--- src/design/tspg_pkg.sv ---
`default_nettype none
package tspg_pkg;

  localparam int CORDIC_STEPS = 24;

  localparam logic [34:0]        TWO_PI_Q32  = 35'd26986075409;
  localparam logic signed [34:0] PI_Q30      = 35'sd3373259426;
  localparam logic signed [34:0] HALF_PI_Q30 = 35'sd1686629713;
  localparam logic signed [34:0] TWO_PI_Q30  = 35'sd6746518852;
  localparam logic signed [33:0] CORDIC_X0   = 34'sh026DD3B6A;

  // floor(2^66 / TWO_PI_Q32): angle quotient estimate from angle bits 56:34
  localparam logic [31:0] RECIP_2PI_Q66 = 32'd2734261102;

  localparam logic [31:0] EIGHT_S  = 32'd524288;
  localparam logic [31:0] THIRTY_S = 32'd1966080;
  localparam logic [31:0] SIXTY_S  = 32'd3932160;

  localparam logic signed [31:0] SINE1_OFFSET = 32'sd0;
  localparam logic [18:0]        SINE1_PHASE  = 19'd0;
  localparam logic signed [31:0] RAMP_SLOPE   = 32'sd65536;
  localparam logic signed [31:0] SINE2_BIAS   = 32'sd328;
  localparam logic [18:0]        SINE2_PHASE  = 19'd0;

  // period remainder unit: shift of the divisor at start
  localparam logic [4:0] PERIOD_SHIFT = 5'd10;

  localparam logic [2:0] REG_MODE      = 3'd0;
  localparam logic [2:0] REG_SPRINT    = 3'd1;
  localparam logic [2:0] REG_ACCEL     = 3'd2;
  localparam logic [2:0] REG_DECEL     = 3'd3;
  localparam logic [2:0] REG_S1_AMP    = 3'd4;
  localparam logic [2:0] REG_S1_RATE   = 3'd5;
  localparam logic [2:0] REG_S2_AMP    = 3'd6;
  localparam logic [2:0] REG_S2_RATE   = 3'd7;

  typedef enum logic [2:0] {
    SEL_ACCEL,
    SEL_DECEL,
    SEL_RAMP,
    SEL_SINE1,
    SEL_SINE2
  } sel_t;

  typedef struct packed {
    logic        done;
    logic [56:0] rem;
  } mod_status_t;

  function automatic logic [29:0] atan_at(input logic [4:0] i);
    logic [29:0] r;
    unique case (i)
      5'd0:  r = 30'h3243F6A8;
      5'd1:  r = 30'h1DAC6705;
      5'd2:  r = 30'h0FADBAFC;
      5'd3:  r = 30'h07F56EA6;
      5'd4:  r = 30'h03FEAB76;
      5'd5:  r = 30'h01FFD55B;
      5'd6:  r = 30'h00FFFAAA;
      5'd7:  r = 30'h007FFF55;
      5'd8:  r = 30'h003FFFEA;
      5'd9:  r = 30'h001FFFFD;
      5'd10: r = 30'h000FFFFF;
      5'd11: r = 30'h0007FFFF;
      5'd12: r = 30'h0003FFFF;
      5'd13: r = 30'h0001FFFF;
      5'd14: r = 30'h0000FFFF;
      5'd15: r = 30'h00007FFF;
      5'd16: r = 30'h00003FFF;
      5'd17: r = 30'h00001FFF;
      5'd18: r = 30'h00000FFF;
      5'd19: r = 30'h000007FF;
      5'd20: r = 30'h000003FF;
      5'd21: r = 30'h000001FF;
      5'd22: r = 30'h000000FF;
      5'd23: r = 30'h0000007F;
      default: r = 30'h0;
    endcase
    return r;
  endfunction

  function automatic logic signed [31:0] sat32(input logic signed [66:0] v);
    logic signed [31:0] r;
    if (v > 67'sd2147483647) r = 32'sh7FFFFFFF;
    else if (v < -67'sd2147483648) r = 32'sh80000000;
    else r = v[31:0];
    return r;
  endfunction

endpackage
`default_nettype wire

--- src/design/tspg_cordic.sv ---
`default_nettype none
module tspg_cordic (
  input  wire logic               clk,
  input  wire logic               rst,
  input  wire logic               start,
  input  wire logic signed [31:0] z0,
  output logic                    done,
  output logic signed [33:0]      y
);
  import tspg_pkg::*;

  logic signed [33:0] x;
  logic signed [32:0] z;
  logic [4:0]         i;
  logic               busy;
  logic signed [33:0] dx;
  logic signed [33:0] dy;
  logic signed [32:0] at;

  assign dx = y >>> i;
  assign dy = x >>> i;
  assign at = $signed({3'b0, atan_at(i)});

  always_ff @(posedge clk) begin
    if (rst) begin
      busy <= 1'b0;
      done <= 1'b0;
    end else begin
      done <= 1'b0;
      if (start) begin
        busy <= 1'b1;
      end else if (busy && i == 5'(CORDIC_STEPS - 1)) begin
        busy <= 1'b0;
        done <= 1'b1;
      end
    end
  end

  always_ff @(posedge clk) begin
    if (start) begin
      x <= CORDIC_X0;
      y <= '0;
      z <= {z0[31], z0};
      i <= '0;
    end else if (busy) begin
      if (z >= 0) begin
        x <= x - dx;
        y <= y + dy;
        z <= z - at;
      end else begin
        x <= x + dx;
        y <= y - dy;
        z <= z + at;
      end
      i <= i + 5'd1;
    end
  end

endmodule
`default_nettype wire

--- config.mk ---
export PLATFORM = sky130hd
export DESIGN_NAME = tspg_cordic
export DESIGN_NICKNAME = d
export VERILOG_FILES = /design/src/design/tspg_pkg.sv /design/src/design/tspg_cordic.sv
export SDC_FILE = /design/constraint.sdc
export NUM_CORES = 1
export LEC_CHECK = 0
export BUFFER_PORTS_ARGS = -buffer_cell sky130_fd_sc_hd__buf_2
export CAP_MARGIN = 25
export CELL_PAD_IN_SITES_DETAIL_PLACEMENT = 0
export CELL_PAD_IN_SITES_GLOBAL_PLACEMENT = 1
export CORE_AREA = 2 2 240 242
export DETAILED_ROUTE_END_ITERATION = 10
export DIE_AREA = 0 0 242 244
export GPL_TIMING_DRIVEN = 1
export HOLD_SLACK_MARGIN = 0.1
export PLACE_DENSITY_LB_ADDON = 0.1
export SYNTH_ARGS = -nofsm -noshare
export SYNTH_HDL_FRONTEND = slang
export SYNTH_SLANG_ARGS = --single-unit
--- constraint.sdc ---
create_clock -name clk -period 18.45 [get_ports clk]
set_clock_uncertainty 0.05 [all_clocks]
set_input_delay 0.9225 -clock clk [delete_from_list [all_inputs] [get_ports clk]]
set_output_delay 0.9225 -clock clk [all_outputs]
set_load 0.02 [all_outputs]
==> results.py <==
metrics = {
    "drt": {
        "avgRoutedWirePerCell_um": 23.17,
        "detail_route.wirelength_mm": 63.28,
        "drt_first_pass_iters": 6,
        "route.detailed.drc": 0,
        "dr.first_iter.drc_count": 1176,
        "route.detailed.vias_per_inst": 5.739,
        "detailroute.via_count": 15672,
        "remaining_number_of_nets_flagged_by_the_antenna_check_after_routing": 0,
    },
    "setup_path": {
        "reg2reg_setup_slack_ns": 10.31,
        "cp_data_arrival_time_ns": 8.47,
        "cp_launch_type": "register",
        "worstSetupEndpointType": "register",
        "worst_reg2reg_path_length_in_cells": 22,
        "critPathMaxFanout": 39,
        "r2r_start": "i[0]",
        "critPathKind": "reg -> reg",
        "critical_path_required_ns": 18.77,
        "rr_endpoint": "y[33]",
        "critPathCapture": "y[33]",
        "setup.worst_path.start": "i[0]",
    },
    "status": {
        "outcome": "completed",
    },
    "cts": {
        "clkLatencyLatePin_ns": 0.49,
        "post_cts_buffers": 0,
        "post_cts_resize_count": 0,
        "cts_made_buffers": 17,
        "cts_root_buffer": "clkbuf_16",
        "cts_tree": "yes",
        "cts_max_path_buffers": 2,
        "clkSlewWorstSetupHoldPaths_ns": 0.08,
        "quantity_of_hold_fixing_buffers_added_after_cts": 0,
        "numClockSinks": 138,
        "cts-htree-levels": 4,
    },
    "timing": {
        "min_period_over_period_pct": 44.15,
        "sum_of_negative_setup_slack_ns": 0,
        "final.min_clock_period_ns": 8.145,
        "worst_slew_margin_rel_pct": 29.16,
        "setup_viol": 0,
        "finalHoldViolCount": 0,
        "clock.fmax_mhz": 122.8,
        "least_setup_slack_across_all_paths_after_layout_ns": 10.31,
        "worst_slew_pin_slew_ns": 1.059,
        "report.final.slew_viol_count": 0,
        "rsz_0062_raised_after_global_routing": "no",
    },
    "power_and_ir_drop": {
        "power_report.internal_total_w": 0.001926,
        "clock_power_share_pct": 8.7,
        "power.switching_fraction_pct": 51.55,
        "power_frac_seq_pct": 15.5,
        "leakagePower_nw": 7.290,
        "post-layout-total-power_w": 0.003976,
        "worst_voltage_drop_across_the_vdd_grid_uv": 86.50,
        "power_density_mw_per_mm2": 218.6,
        "p_comb_share_pct": 75.7,
        "power.switching_w": 0.002050,
    },
    "placement": {
        "hpwl_mm": 47.34,
        "globalplace.congestion": 0.8901,
        "dp_slack_ns": 10.45,
        "buffer_ports.inserted": 69,
    },
    "synth": {
        "synth_instances": 1959,
        "postSynth.asyncResetShare_pct": 0,
        "netlist-cell-type-count": 97,
        "synth_edf_count": 33,
        "ys.flop_type": "dfxtp_1",
        "syn_nets": 2107,
        "synth.ff_latch_count": 138,
        "yosysSeqAreaShare_pct": 18.36,
        "mappedNetlistArea_mm2": 0.01684,
        "yosysWarnings": 0,
        "syn-mean-instance-area_um2": 8.599,
    },
    "job": {
        "maxCapViolCount": 0,
    },
    "final_layout": {
        "final_net_count": 2109,
        "final_cell_mix": "nand2_1 (181), nor2_1 (167), o21ai_0 (144)",
        "share_of_cells_above_drive_strength_1_pct": 14.54,
        "layout_commonest_cell": "nand2_1",
        "layout.filler_cells": 6008,
        "layout-area-overhead-vs-synth_pct": 7.985,
    },
    "floorplan": {
        "fp.dieW_um": 242,
        "ioPinCount": 70,
        "die_y_um": 244,
        "std_cell_rows": 87,
        "dieArea_mm2": 0.05905,
        "coreArea_mm2": 0.05617,
        "initial_utilization_pct": 29.99,
    },
    "worst_hold_path": {
        "min_path_cells": 2,
        "hold_path_class": "reg -> reg",
    },
    "grt": {
        "first_pass_grt_wire_length_mm": 96.90,
        "grt_antenna_before_repair": 2,
        "first_global_vias": 15489,
        "grt_start_max_net_pins": 84,
        "grt_remaining_overflow": 0,
        "grtUsageTotal_pct": 21.31,
    },
}
-- power groups by stage --
stage | clock (W) | combinational, W | sequential, W
2_1_floorplan | 0 | 0.00232 | 0.000554
3_3_place_gp | 0 | 0.00301 | 0.000621
3_5_place_dp | 0 | 0.00299 | 0.000622
4_1_cts | 0.000364 | 0.00301 | 0.000617
5_1_grt | 0.000372 | 0.00336 | 0.000632
6_report | 0.000347 | 0.00301 | 0.000618
-- cell type report --
cell class                 count  area [µm²]  area share [%]
multi-input combinational   1654       12810           70.42
sequential                   138        3105           17.07
tap                          756       945.9           5.200
timing repair buffer         100       588.1           3.233
clock buffer                  18       429.2           2.359
inverter                      50       187.7           1.032
clock inverter                14       122.6          0.6741
antenna                        1       2.502         0.01376
-- stage by stage --
| step | instance area [µm²] | util [%] | hold WS (ns) | cells |
|---|---|---|---|---|
| 2_1_floorplan | 16840 | - | 0.4224 | 1959 |
| 3_3_place_gp | 17620 | 31.37 | 0.4520 | 2697 |
| 3_5_place_dp | 17640 | 31.40 | 0.4616 | 2698 |
| 4_1_cts | 18190 | 32.38 | 0.4708 | 2730 |
| 5_1_grt | 18190 | 32.38 | 0.5262 | 2730 |
| 6_report | 18190 | 32.38 | 0.4630 | 2731 |
-- layer usage --
layer	vias to the layer above	track usage, %	share of wire (%)
met2	479	36.11	48
met5	-	0	0
li1	7404	-	-
met3	89	4.192	6.1
met1	7700	26.70	43
met4	0	8.170	3.2
-- state kept, by name (all words and copies together) (netlist names) --
register / count
x: 34
y: 34
z: 33
at: 30
i: 5
busy: 1
done: 1
-- how the worst min path moves through the flow --
| stage | endpoint | startpoint | slack (ns) |
|---|---|---|---|
| floorplan | x[0] | x[0] | 0.42 |
| global placement | x[0] | x[0] | 0.45 |
| detailed placement | x[0] | x[0] | 0.46 |
| CTS | x[0] | x[0] | 0.47 |
| global route | busy | rst | 0.53 |
| finish | x[0] | x[0] | 0.46 |
-- cell families after synthesis --
| kind of cell | share of synthesized area [%] |
|---|---|
| compound gates | 23.22 |
| xor+xnor | 9.255 |
| fa+ha+maj | 8.527 |
| buf+inv | 5.653 |
| flops | 18.36 |
| mux | 18.53 |
| simple gates | 16.45 |
-- critical path: stages, from the launching register on --
cell and delay (ns):
dfxtp_4 0.65, buf_4 0.53, buf_4 0.59, mux2_2 0.45, o21ai_0 0.25, o21ai_0 0.21, a211oi_1 0.59, nand3_1 0.29
nor4bb_2 0.91, a21oi_1 0.19, xor2_1 0.19, ha_1 0.41, o21a_1 0.15, o21ai_0 0.07, a41oi_1 0.32, o2111ai_1 0.25
a21oi_1 0.51, a31oi_1 0.19, a211o_1 0.38, o31a_1 0.28, xnor2_1 0.12, nor2_1 0.10, mux2_1 0.33
-- synth_stat cells, types with 15 or more instances --
library cell  count  area share [%]
a211o_1          23             1.2
a211oi_1         18            0.80
a21o_1           60             2.7
a21oi_1         126             3.7
a31oi_1          23            0.85
and3_1           16            0.59
buf_2            16            0.48
buf_6            17             1.1
clkbuf_1         60             1.3
dfxtp_1         105              12
edfxtp_1         33             5.9
ha_1            110             8.2
inv_1            44            0.98
mux2_2           30             2.0
mux2i_1          70             4.2
mux4_1           15             2.3
mux4_2           74             9.9
nand2_1         181             4.0
nand2b_1         28             1.0
nand3_1          41             1.2
nor2_1          168             3.7
nor2b_1          22            0.82
nor3_1           33            0.98
o21a_1           18            0.80
o21ai_0         144             4.3
o22ai_1          16            0.59
o31ai_1          24             1.1
xnor2_1          92             4.8
xor2_1           86             4.5
Power figures use the tool's default switching activity.
