**src/design/tspg_pkg.sv**
```systemverilog
`default_nettype none
package tspg_pkg;

  localparam int CORDIC_STEPS = 24;

  localparam logic [34:0]        TWO_PI_Q32  = 35'd26986075409;
  localparam logic signed [34:0] PI_Q30      = 35'sd3373259426;
  localparam logic signed [34:0] HALF_PI_Q30 = 35'sd1686629713;
  localparam logic signed [34:0] TWO_PI_Q30  = 35'sd6746518852;
  localparam logic signed [33:0] CORDIC_X0   = 34'sh026DD3B6A;

  // floor(2^66 / TWO_PI_Q32): angle quotient estimate from angle bits 56:34
  localparam logic [31:0] RECIP_2PI_Q66 = 32'd2734261102;

  localparam logic [31:0] EIGHT_S  = 32'd524288;
  localparam logic [31:0] THIRTY_S = 32'd1966080;
  localparam logic [31:0] SIXTY_S  = 32'd3932160;

  localparam logic signed [31:0] SINE1_OFFSET = 32'sd0;
  localparam logic [18:0]        SINE1_PHASE  = 19'd0;
  localparam logic signed [31:0] RAMP_SLOPE   = 32'sd65536;
  localparam logic signed [31:0] SINE2_BIAS   = 32'sd328;
  localparam logic [18:0]        SINE2_PHASE  = 19'd0;

  // period remainder unit: shift of the divisor at start
  localparam logic [4:0] PERIOD_SHIFT = 5'd10;

  localparam logic [2:0] REG_MODE      = 3'd0;
  localparam logic [2:0] REG_SPRINT    = 3'd1;
  localparam logic [2:0] REG_ACCEL     = 3'd2;
  localparam logic [2:0] REG_DECEL     = 3'd3;
  localparam logic [2:0] REG_S1_AMP    = 3'd4;
  localparam logic [2:0] REG_S1_RATE   = 3'd5;
  localparam logic [2:0] REG_S2_AMP    = 3'd6;
  localparam logic [2:0] REG_S2_RATE   = 3'd7;

  typedef enum logic [2:0] {
    SEL_ACCEL,
    SEL_DECEL,
    SEL_RAMP,
    SEL_SINE1,
    SEL_SINE2
  } sel_t;

  typedef struct packed {
    logic        done;
    logic [56:0] rem;
  } mod_status_t;

  function automatic logic [29:0] atan_at(input logic [4:0] i);
    logic [29:0] r;
    unique case (i)
      5'd0:  r = 30'h3243F6A8;
      5'd1:  r = 30'h1DAC6705;
      5'd2:  r = 30'h0FADBAFC;
      5'd3:  r = 30'h07F56EA6;
      5'd4:  r = 30'h03FEAB76;
      5'd5:  r = 30'h01FFD55B;
      5'd6:  r = 30'h00FFFAAA;
      5'd7:  r = 30'h007FFF55;
      5'd8:  r = 30'h003FFFEA;
      5'd9:  r = 30'h001FFFFD;
      5'd10: r = 30'h000FFFFF;
      5'd11: r = 30'h0007FFFF;
      5'd12: r = 30'h0003FFFF;
      5'd13: r = 30'h0001FFFF;
      5'd14: r = 30'h0000FFFF;
      5'd15: r = 30'h00007FFF;
      5'd16: r = 30'h00003FFF;
      5'd17: r = 30'h00001FFF;
      5'd18: r = 30'h00000FFF;
      5'd19: r = 30'h000007FF;
      5'd20: r = 30'h000003FF;
      5'd21: r = 30'h000001FF;
      5'd22: r = 30'h000000FF;
      5'd23: r = 30'h0000007F;
      default: r = 30'h0;
    endcase
    return r;
  endfunction

  function automatic logic signed [31:0] sat32(input logic signed [66:0] v);
    logic signed [31:0] r;
    if (v > 67'sd2147483647) r = 32'sh7FFFFFFF;
    else if (v < -67'sd2147483648) r = 32'sh80000000;
    else r = v[31:0];
    return r;
  endfunction

endpackage
`default_nettype wire

```
**src/design/tspg_divmod.sv**
```systemverilog
`default_nettype none
module tspg_divmod (
  input  wire logic               clk,
  input  wire logic               rst,
  input  wire logic               start,
  input  wire logic [56:0]        dividend,
  input  wire logic [35:0]        divisor,
  input  wire logic [4:0]         shift,
  output tspg_pkg::mod_status_t   status
);
  import tspg_pkg::*;

  logic [59:0] rem;
  logic [59:0] div_sh;
  logic [4:0]  cnt;
  logic        busy;
  logic        done;

  always_ff @(posedge clk) begin
    if (rst) begin
      busy <= 1'b0;
      done <= 1'b0;
    end else begin
      done <= 1'b0;
      if (start) begin
        busy <= 1'b1;
      end else if (busy && cnt == 5'd0) begin
        busy <= 1'b0;
        done <= 1'b1;
      end
    end
  end

  // one restoring step per cycle
  always_ff @(posedge clk) begin
    if (start) begin
      rem    <= {3'b0, dividend};
      div_sh <= {24'b0, divisor} << shift;
      cnt    <= shift;
    end else if (busy) begin
      if (rem >= div_sh) rem <= rem - div_sh;
      div_sh <= div_sh >> 1;
      cnt    <= cnt - 5'd1;
    end
  end

  assign status.done = done;
  assign status.rem  = rem[56:0];

endmodule
`default_nettype wire

```
**config.mk**
```make
export PLATFORM = sky130hd
export DESIGN_NAME = tspg_divmod
export DESIGN_NICKNAME = d
export VERILOG_FILES = /design/src/design/tspg_pkg.sv /design/src/design/tspg_divmod.sv
export SDC_FILE = /design/constraint.sdc
export NUM_CORES = 1
export LEC_CHECK = 0
export BUFFER_PORTS_ARGS = -buffer_cell sky130_fd_sc_hd__buf_2
export CAP_MARGIN = 20
export CORE_ASPECT_RATIO = 0.7
export CORE_MARGIN = 3
export CORE_UTILIZATION = 44
export CTS_CLUSTER_SIZE = 16
export DETAILED_ROUTE_END_ITERATION = 8
export GPL_TIMING_DRIVEN = 0
export PLACE_DENSITY_LB_ADDON = 0.08
export SLEW_MARGIN = 20
export SYNTH_ARGS = -nofsm -noshare
export SYNTH_HDL_FRONTEND = slang
export SYNTH_SLANG_ARGS = --single-unit
```
**constraint.sdc**
```tcl
create_clock -name clk -period 4.4 [get_ports clk]
set_input_delay 0.44 -clock clk [delete_from_list [all_inputs] [get_ports clk]]
set_output_delay 0.44 -clock clk [all_outputs]
set_load 0.005 [all_outputs]
```
==> out/results.ini, run 1 <==
[outcome]
outcome=complete, no violations

[hold_path]
min_from=rst
hold_path.class=input port to flip-flop
holdPathStages=2
min_to=done

[sta]
slew_headroom=0.319
finalSetupViolCount=0
fin_skew_ps=10.5
hold_ws_ps=182
slew_viol_final=0
rsz0062_at_grt=false
max_slew.worst_pin.slew_ps=1020
finalHoldViolations=0
fmax_ghz=0.239
fin_crit_sh=0.949
finalCriticalPeriod_ps=4180
fin_tns_setup_ps=0

[die]
fp.dieW_um=197
rows=48
core_mm2=0.0249
die_h_um=140
start_util=0.452
die_area_mm2=0.0275
io_pins=159

[placed_design]
dp_hpwl_mm=29.6
io_buffers=154
finalWeightedCongestion=0.939
place_area_mm2=0.0125
placedCellCount=1798

[yosys]
ys_seq_area_frac=0.335
synth.most_common_cell=nand2_1
yosys-top-cells-count=nand2_1, o21ai_0, edfxtp_1
synth_edf_count=122
synth_seq_cells=127
synth_top_area_cell=edfxtp_1
async_flop_share=0
synth_area_mm2=0.0112
synth_nets=1481
synth.avg_cell_area_um2=8.53
synth_cells=1317
synth_area_leaders=edfxtp_1, ha_1, nand2_1
synth_flop_cell=edfxtp_1
synth_cell_types=82
netlist.area_leader.share=0.326
yosys_warnings=0

[global_routing]
grtUsageTotal=0.265
antenna_found_initial=0
grt_pass1_vias=9478
grt.overflow.total=0
grt_pass1_wl_mm=55.7
grt_max_degree=40

[worst_setup_path]
required_ps=4520
rr_startpoint=rem[22]
start_kind=flip-flop
r2r_end=rem[34]
ff2ff_path_depth=11
regToRegSetupSlack_ps=220
cp.depth=11
critPathArrivalTime_ps=4300
crit_type=flip-flop to flip-flop
critPathSlowestCell=or3_4
crit_family=simple AND/OR/NAND/NOR gates
cp-end-kind=flip-flop
cp_max_fo=35
path_cells=ha_1, nand4_2, or3_4, or3_1, a211oi_2, nor2_2, o311a_4, nor3_2, nor2_1, clkinv_4, buf_12
cp_slowest_stage_delay_ps=440
worst-path-buf-inv=2

[clock_network]
h-tree-depth=4
cts_inserted_buffers=17
cts_tree=yes
clkLatencyLatePin_ps=440
cts.hold.buffers_added=0
ctsRootBufferMaster=clkbuf_16
postCtsSetupBuffers=0
clk_pin_slew_ps=60
ctsLongestPathBuffers=2
cts_sinks=127

[power]
p_switching_mw=2.71
power_leakage_nw=5.60
sw_frac_of_total=0.407
pwr-share-clk=0.223
vdd_drop_max_v=0.000290
power.internal_mw=3.94
pwr-share-seq=0.270
p_per_area_mw_per_mm2=509
p_comb_frac=0.507

[cells_and_area]
final_nets=1656
drive_gt1_frac=0.209
final_cell_area_mm2=0.0131
area_delta_synth_final_pct=16.3
diodes=0
instances_no_fill=1829
fin_util=0.526

[detailed_routing]
via_per_inst=5.75
vias=10500
wl_met2_mm=14.3
totalWireLength_mm=37.2
wl_met1_mm=19.2
drtPass1Iterations=5
wl_met3_mm=3.08
wl_per_cell_um=20.3
drc=0
detail-route-antenna-nets=0
top_layer_used=met4
drt_iter0_markers=1272

[run]
cap_violations=0

[power by group through the flow]
stage / logic (mW) / registers, mW / clock network, mW
floorplan: 2.41 / 1.77 / 0
global placement: 3.25 / 1.83 / 0
detailed placement: 3.28 / 1.82 / 0
CTS: 3.31 / 1.80 / 1.50
global route: 3.72 / 1.82 / 1.55
finish: 3.37 / 1.80 / 1.48
[routing by layer]
metal  GRT usage  vias up
li1            -     5106
met1       0.436     4933
met2       0.353      452
met3      0.0455       25
met4      0.0603        0
met5           0        -
[cells by family (layout without fill, tap and decap cells)]
logic type	count (synthesis)	in the layout	share of synthesized area
buf+inv	212	399	0.0929
simple gates	391	391	0.155
xor+xnor	49	49	0.0382
mux	73	73	0.0892
flops	127	127	0.335
compound gates	402	402	0.219
fa+ha+maj	63	63	0.0708
[what timing repair did]
| action | CTS | global route |
|---|---|---|
| endpoints found under the setup margin | 0 | 38 |
| resized for setup | 0 | 4 |
| hold endpoints to repair | 0 | 0 |
[stage by stage]
step                setup slack [ps]  power, mW
floorplan                        149       4.18
global placement               -1140       5.08
finish                           224       6.65
CTS                              110       6.60
global route                    18.5       7.09
detailed placement               139       5.11
[registers in the layout (all words and copies together) (netlist names)]
name	cells
rem	60
done	1
busy	1
div_sh	60
cnt	5
[worst register-to-register path: stages (launching register included)]
cell,delay [ps]
edfxtp_1,410
ha_1,430
nand4_2,190
or3_4,440
or3_1,400
a211oi_2,320
nor2_2,180
o311a_4,430
nor3_2,340
nor2_1,170
clkinv_4,270
buf_12,250
[cells in the final DEF, fill, tap and decap left out, types with 7 or more instances in the layout]
cell type  count
a21oi_1       93
nor2_1        96
a21o_1        35
edfxtp_1     122
xnor2_1       23
o22ai_1       34
clkbuf_1      55
inv_1         80
buf_4         62
clkbuf_16     17
xor2_1        26
mux4_2        20
o21a_1         7
o21bai_1      10
nor3_1        15
nand4_1       14
nand3_1       20
a211oi_1       7
nor2b_1        8
o21ai_0      143
nand2_1      190
a31oi_1       10
buf_2        156
o211ai_1      13
ha_1          62
mux2_2        17
mux2i_1       36
and3_1         8
buf_1          8
[worst max path at each step]
stage | startpoint | endpoint | slack, ps
6_report | rem[22] | rem[34] | 220
5_1_grt | rem[22] | rem[34] | 20
4_1_cts | rem[22] | rem[35] | 110
3_5_place_dp | rem[22] | rem[21] | 140
3_3_place_gp | rem[22] | rem[21] | -1140
2_1_floorplan | rem[22] | rem[0] | 150
[final cells by class]
| type | instances | area, um^2 |
|---|---|---|
| Tap cell | 325 | 407 |
| Clock inverter | 14 | 169 |
| Buffer | 130 | 736 |
| Multi-Input combinational cell | 978 | 6440 |
| Inverter | 82 | 313 |
| Clock buffer | 17 | 425 |
| Fill cell | 2454 | 11800 |
| Sequential cell | 127 | 3760 |
| Timing Repair Buffer | 156 | 811 |
Power figures use the tool's default switching activity.
==> inputs of run 2 (changes only) <==
--- a/config.mk
+++ b/config.mk
@@ -5,6 +5,7 @@
 export SDC_FILE = /design/constraint.sdc
 export NUM_CORES = 1
 export LEC_CHECK = 0
+export ABC_AREA = 1
 export BUFFER_PORTS_ARGS = -buffer_cell sky130_fd_sc_hd__buf_2
 export CAP_MARGIN = 20
 export CORE_ASPECT_RATIO = 0.7
@@ -14,6 +15,7 @@
 export DETAILED_ROUTE_END_ITERATION = 8
 export GPL_TIMING_DRIVEN = 0
 export PLACE_DENSITY_LB_ADDON = 0.08
+export REMOVE_ABC_BUFFERS = 1
 export SLEW_MARGIN = 20
 export SYNTH_ARGS = -nofsm -noshare
 export SYNTH_HDL_FRONTEND = slang
==> out/results.ini, run 2 <==
[placed_design]
placedCellCount=2446
place_area_mm2=0.0137
finalWeightedCongestion=0.969
io_buffers=158
pre_cts_ws_ps=853
dp_hpwl_mm=39.6

[global_routing]
met1_usage=0.477
grt_pass1_wl_mm=71.0
grtUsageTotal=0.302
top_usage_layer=met1
use_met3=0.0714
met2_usage=0.408
grt.overflow.total=0
antenna_found_initial=1
grt_pass1_vias=11800
grt_max_degree=69

[outcome]
outcome=complete, no violations

[die]
die_h_um=150
fp.dieW_um=212
start_util=0.449
rows=52
io_pins=159
core_mm2=0.0291
die_area_mm2=0.0318

[yosys]
synth_cells=2024
synth_flop_cell=edfxtp_1
ys_seq_area_frac=0.288
synth_area_leaders=edfxtp_1, nand2_1, inv_1
synth.most_common_cell=nand2_1
async_flop_share=0
synth_edf_count=122
synth_top_area_cell=edfxtp_1
yosys-top-cells-count=nand2_1, inv_1, nand3_1
netlist.area_leader.share=0.281
yosys_warnings=0
synth_cell_types=46
synth.avg_cell_area_um2=6.45
synth_seq_cells=127
synth_area_mm2=0.0131

[worst_setup_path]
critPathArrivalTime_ps=3590
cp-end-kind=flip-flop
required_ps=4520
crit_type=flip-flop to flip-flop
cp_max_fo=44
start_kind=flip-flop

[cells_and_area]
drive_gt1_frac=0.128
instances_no_fill=2477
final_nets=2251
fill_cells=3158
seq_area_mm2=0.00376
area_delta_synth_final_pct=9.72
largestRegisters=div_sh: 60 flops, rem: 60 flops, cnt: 5 flops
diodes=0
layout_common_cells=nand2_1, inv_1, buf_2, nand3_1, edfxtp_1
final_cell_area_mm2=0.0143
final_common_cell=nand2_1
multi_input_area_mm2=0.00738

[detailed_routing]
detail-route-antenna-nets=0
drt_iter0_markers=1288
vias=13100
wl_per_cell_um=19.2
totalWireLength_mm=47.6
drtPass1Iterations=5
drc=0
via_per_inst=5.28

[sta]
max_slew.worst_pin.slew_ps=1030
finalHoldViolations=0
rsz0062_at_grt=false
fmax_ghz=0.288
setup_slack_ps=930
finalCriticalPeriod_ps=3470
fin_crit_sh=0.789
slew_viol_final=0
slew_headroom=0.308
fin_skew_ps=7.19
fin_tns_setup_ps=0
finalSetupViolCount=0

[clock_network]
ctsLongestPathBuffers=2
clk_pin_slew_ps=60
clkLatencyLatePin_ps=440
h-tree-depth=4
cts.hold.buffers_added=0
ctsRootBufferMaster=clkbuf_16
cts_sinks=127
cts_inserted_buffers=17
cts_resized=0
postCtsSetupBuffers=0
cts_tree=yes

[power]
power_mw=7.04
p_per_area_mw_per_mm2=492
power_leakage_nw=7.27
vdd_drop_max_v=0.000359

[run]
cap_violations=0

[hold_path]
hold_path.class=input port to flip-flop

run 2: changes by cell type after synthesis, sizes merged, moves of 20 or more:
| cell | change |
|---|---|
| or2 | +25 |
| a21o | -36 |
| inv | +231 |
| o21ai | -22 |
| mux4 | -20 |
| nand2 | +530 |
| nor2 | +40 |
| xor2 | -25 |
| mux2i | -27 |
| nand3 | +129 |
| clkbuf | -29 |
run 2: power breakdown:
part | switching [mW] | total [mW] | internal, mW
logic | 2.51 | 3.70 | 1.18
clock network | 0.591 | 1.54 | 0.950
registers | 0.161 | 1.80 | 1.64
run 2: final timing paths:
kind	startpoint	end	slack (ps)	cells after the start
min	rst	done	190	2
max reg2reg	rem[56]	rem[9]	930	12
min reg2reg	rem[57]	rem[57]	520	4
max	rem[56]	rem[9]	930	12
run 2: metrics by stage:
stage / hold slack, ps / util
finish: 188 / 0.492
global placement: 503 / 0.467
floorplan: 479 / -
CTS: 168 / 0.492
detailed placement: 514 / 0.471
global route: 179 / 0.492
run 2: routing by layer:
metal / share of wire / wire [um] / up-vias
li1: - / - / 6580
met1: 0.51 / 24300 / 5974
met2: 0.38 / 18300 / 481
met3: 0.086 / 4080 / 42
met4: 0.019 / 918 / 2
met5: 0.00027 / 13 / -
run 2: logic make-up after synthesis:
family	Yosys count	synth area share
simple gates	1088	0.356
compound gates	287	0.129
fa+ha+maj	63	0.0610
flops	127	0.288
xor+xnor	17	0.0114
buf+inv	433	0.147
mux	9	0.00690
run 2: area by class of cell:
cell class              instances  share of cell area
clock buffers                  19              0.0302
clock inverters                12              0.0129
inverters                     315              0.0829
multi-input cells            1464               0.515
flip-flops and latches        127               0.263
well taps                     378              0.0330
repair buffers                162              0.0628
run 2: worst max-delay path, cell delays in order (launching register included):
cell and delay (ps):
edfxtp_1 440, ha_1 410, nand2_1 180, nor2_1 530
nand3_1 310, nor3_2 170, nand2_1 150, nand3_1 100
nor2_1 40, nand2_1 100, nand2_2 140, nand2_4 240
buf_16 290
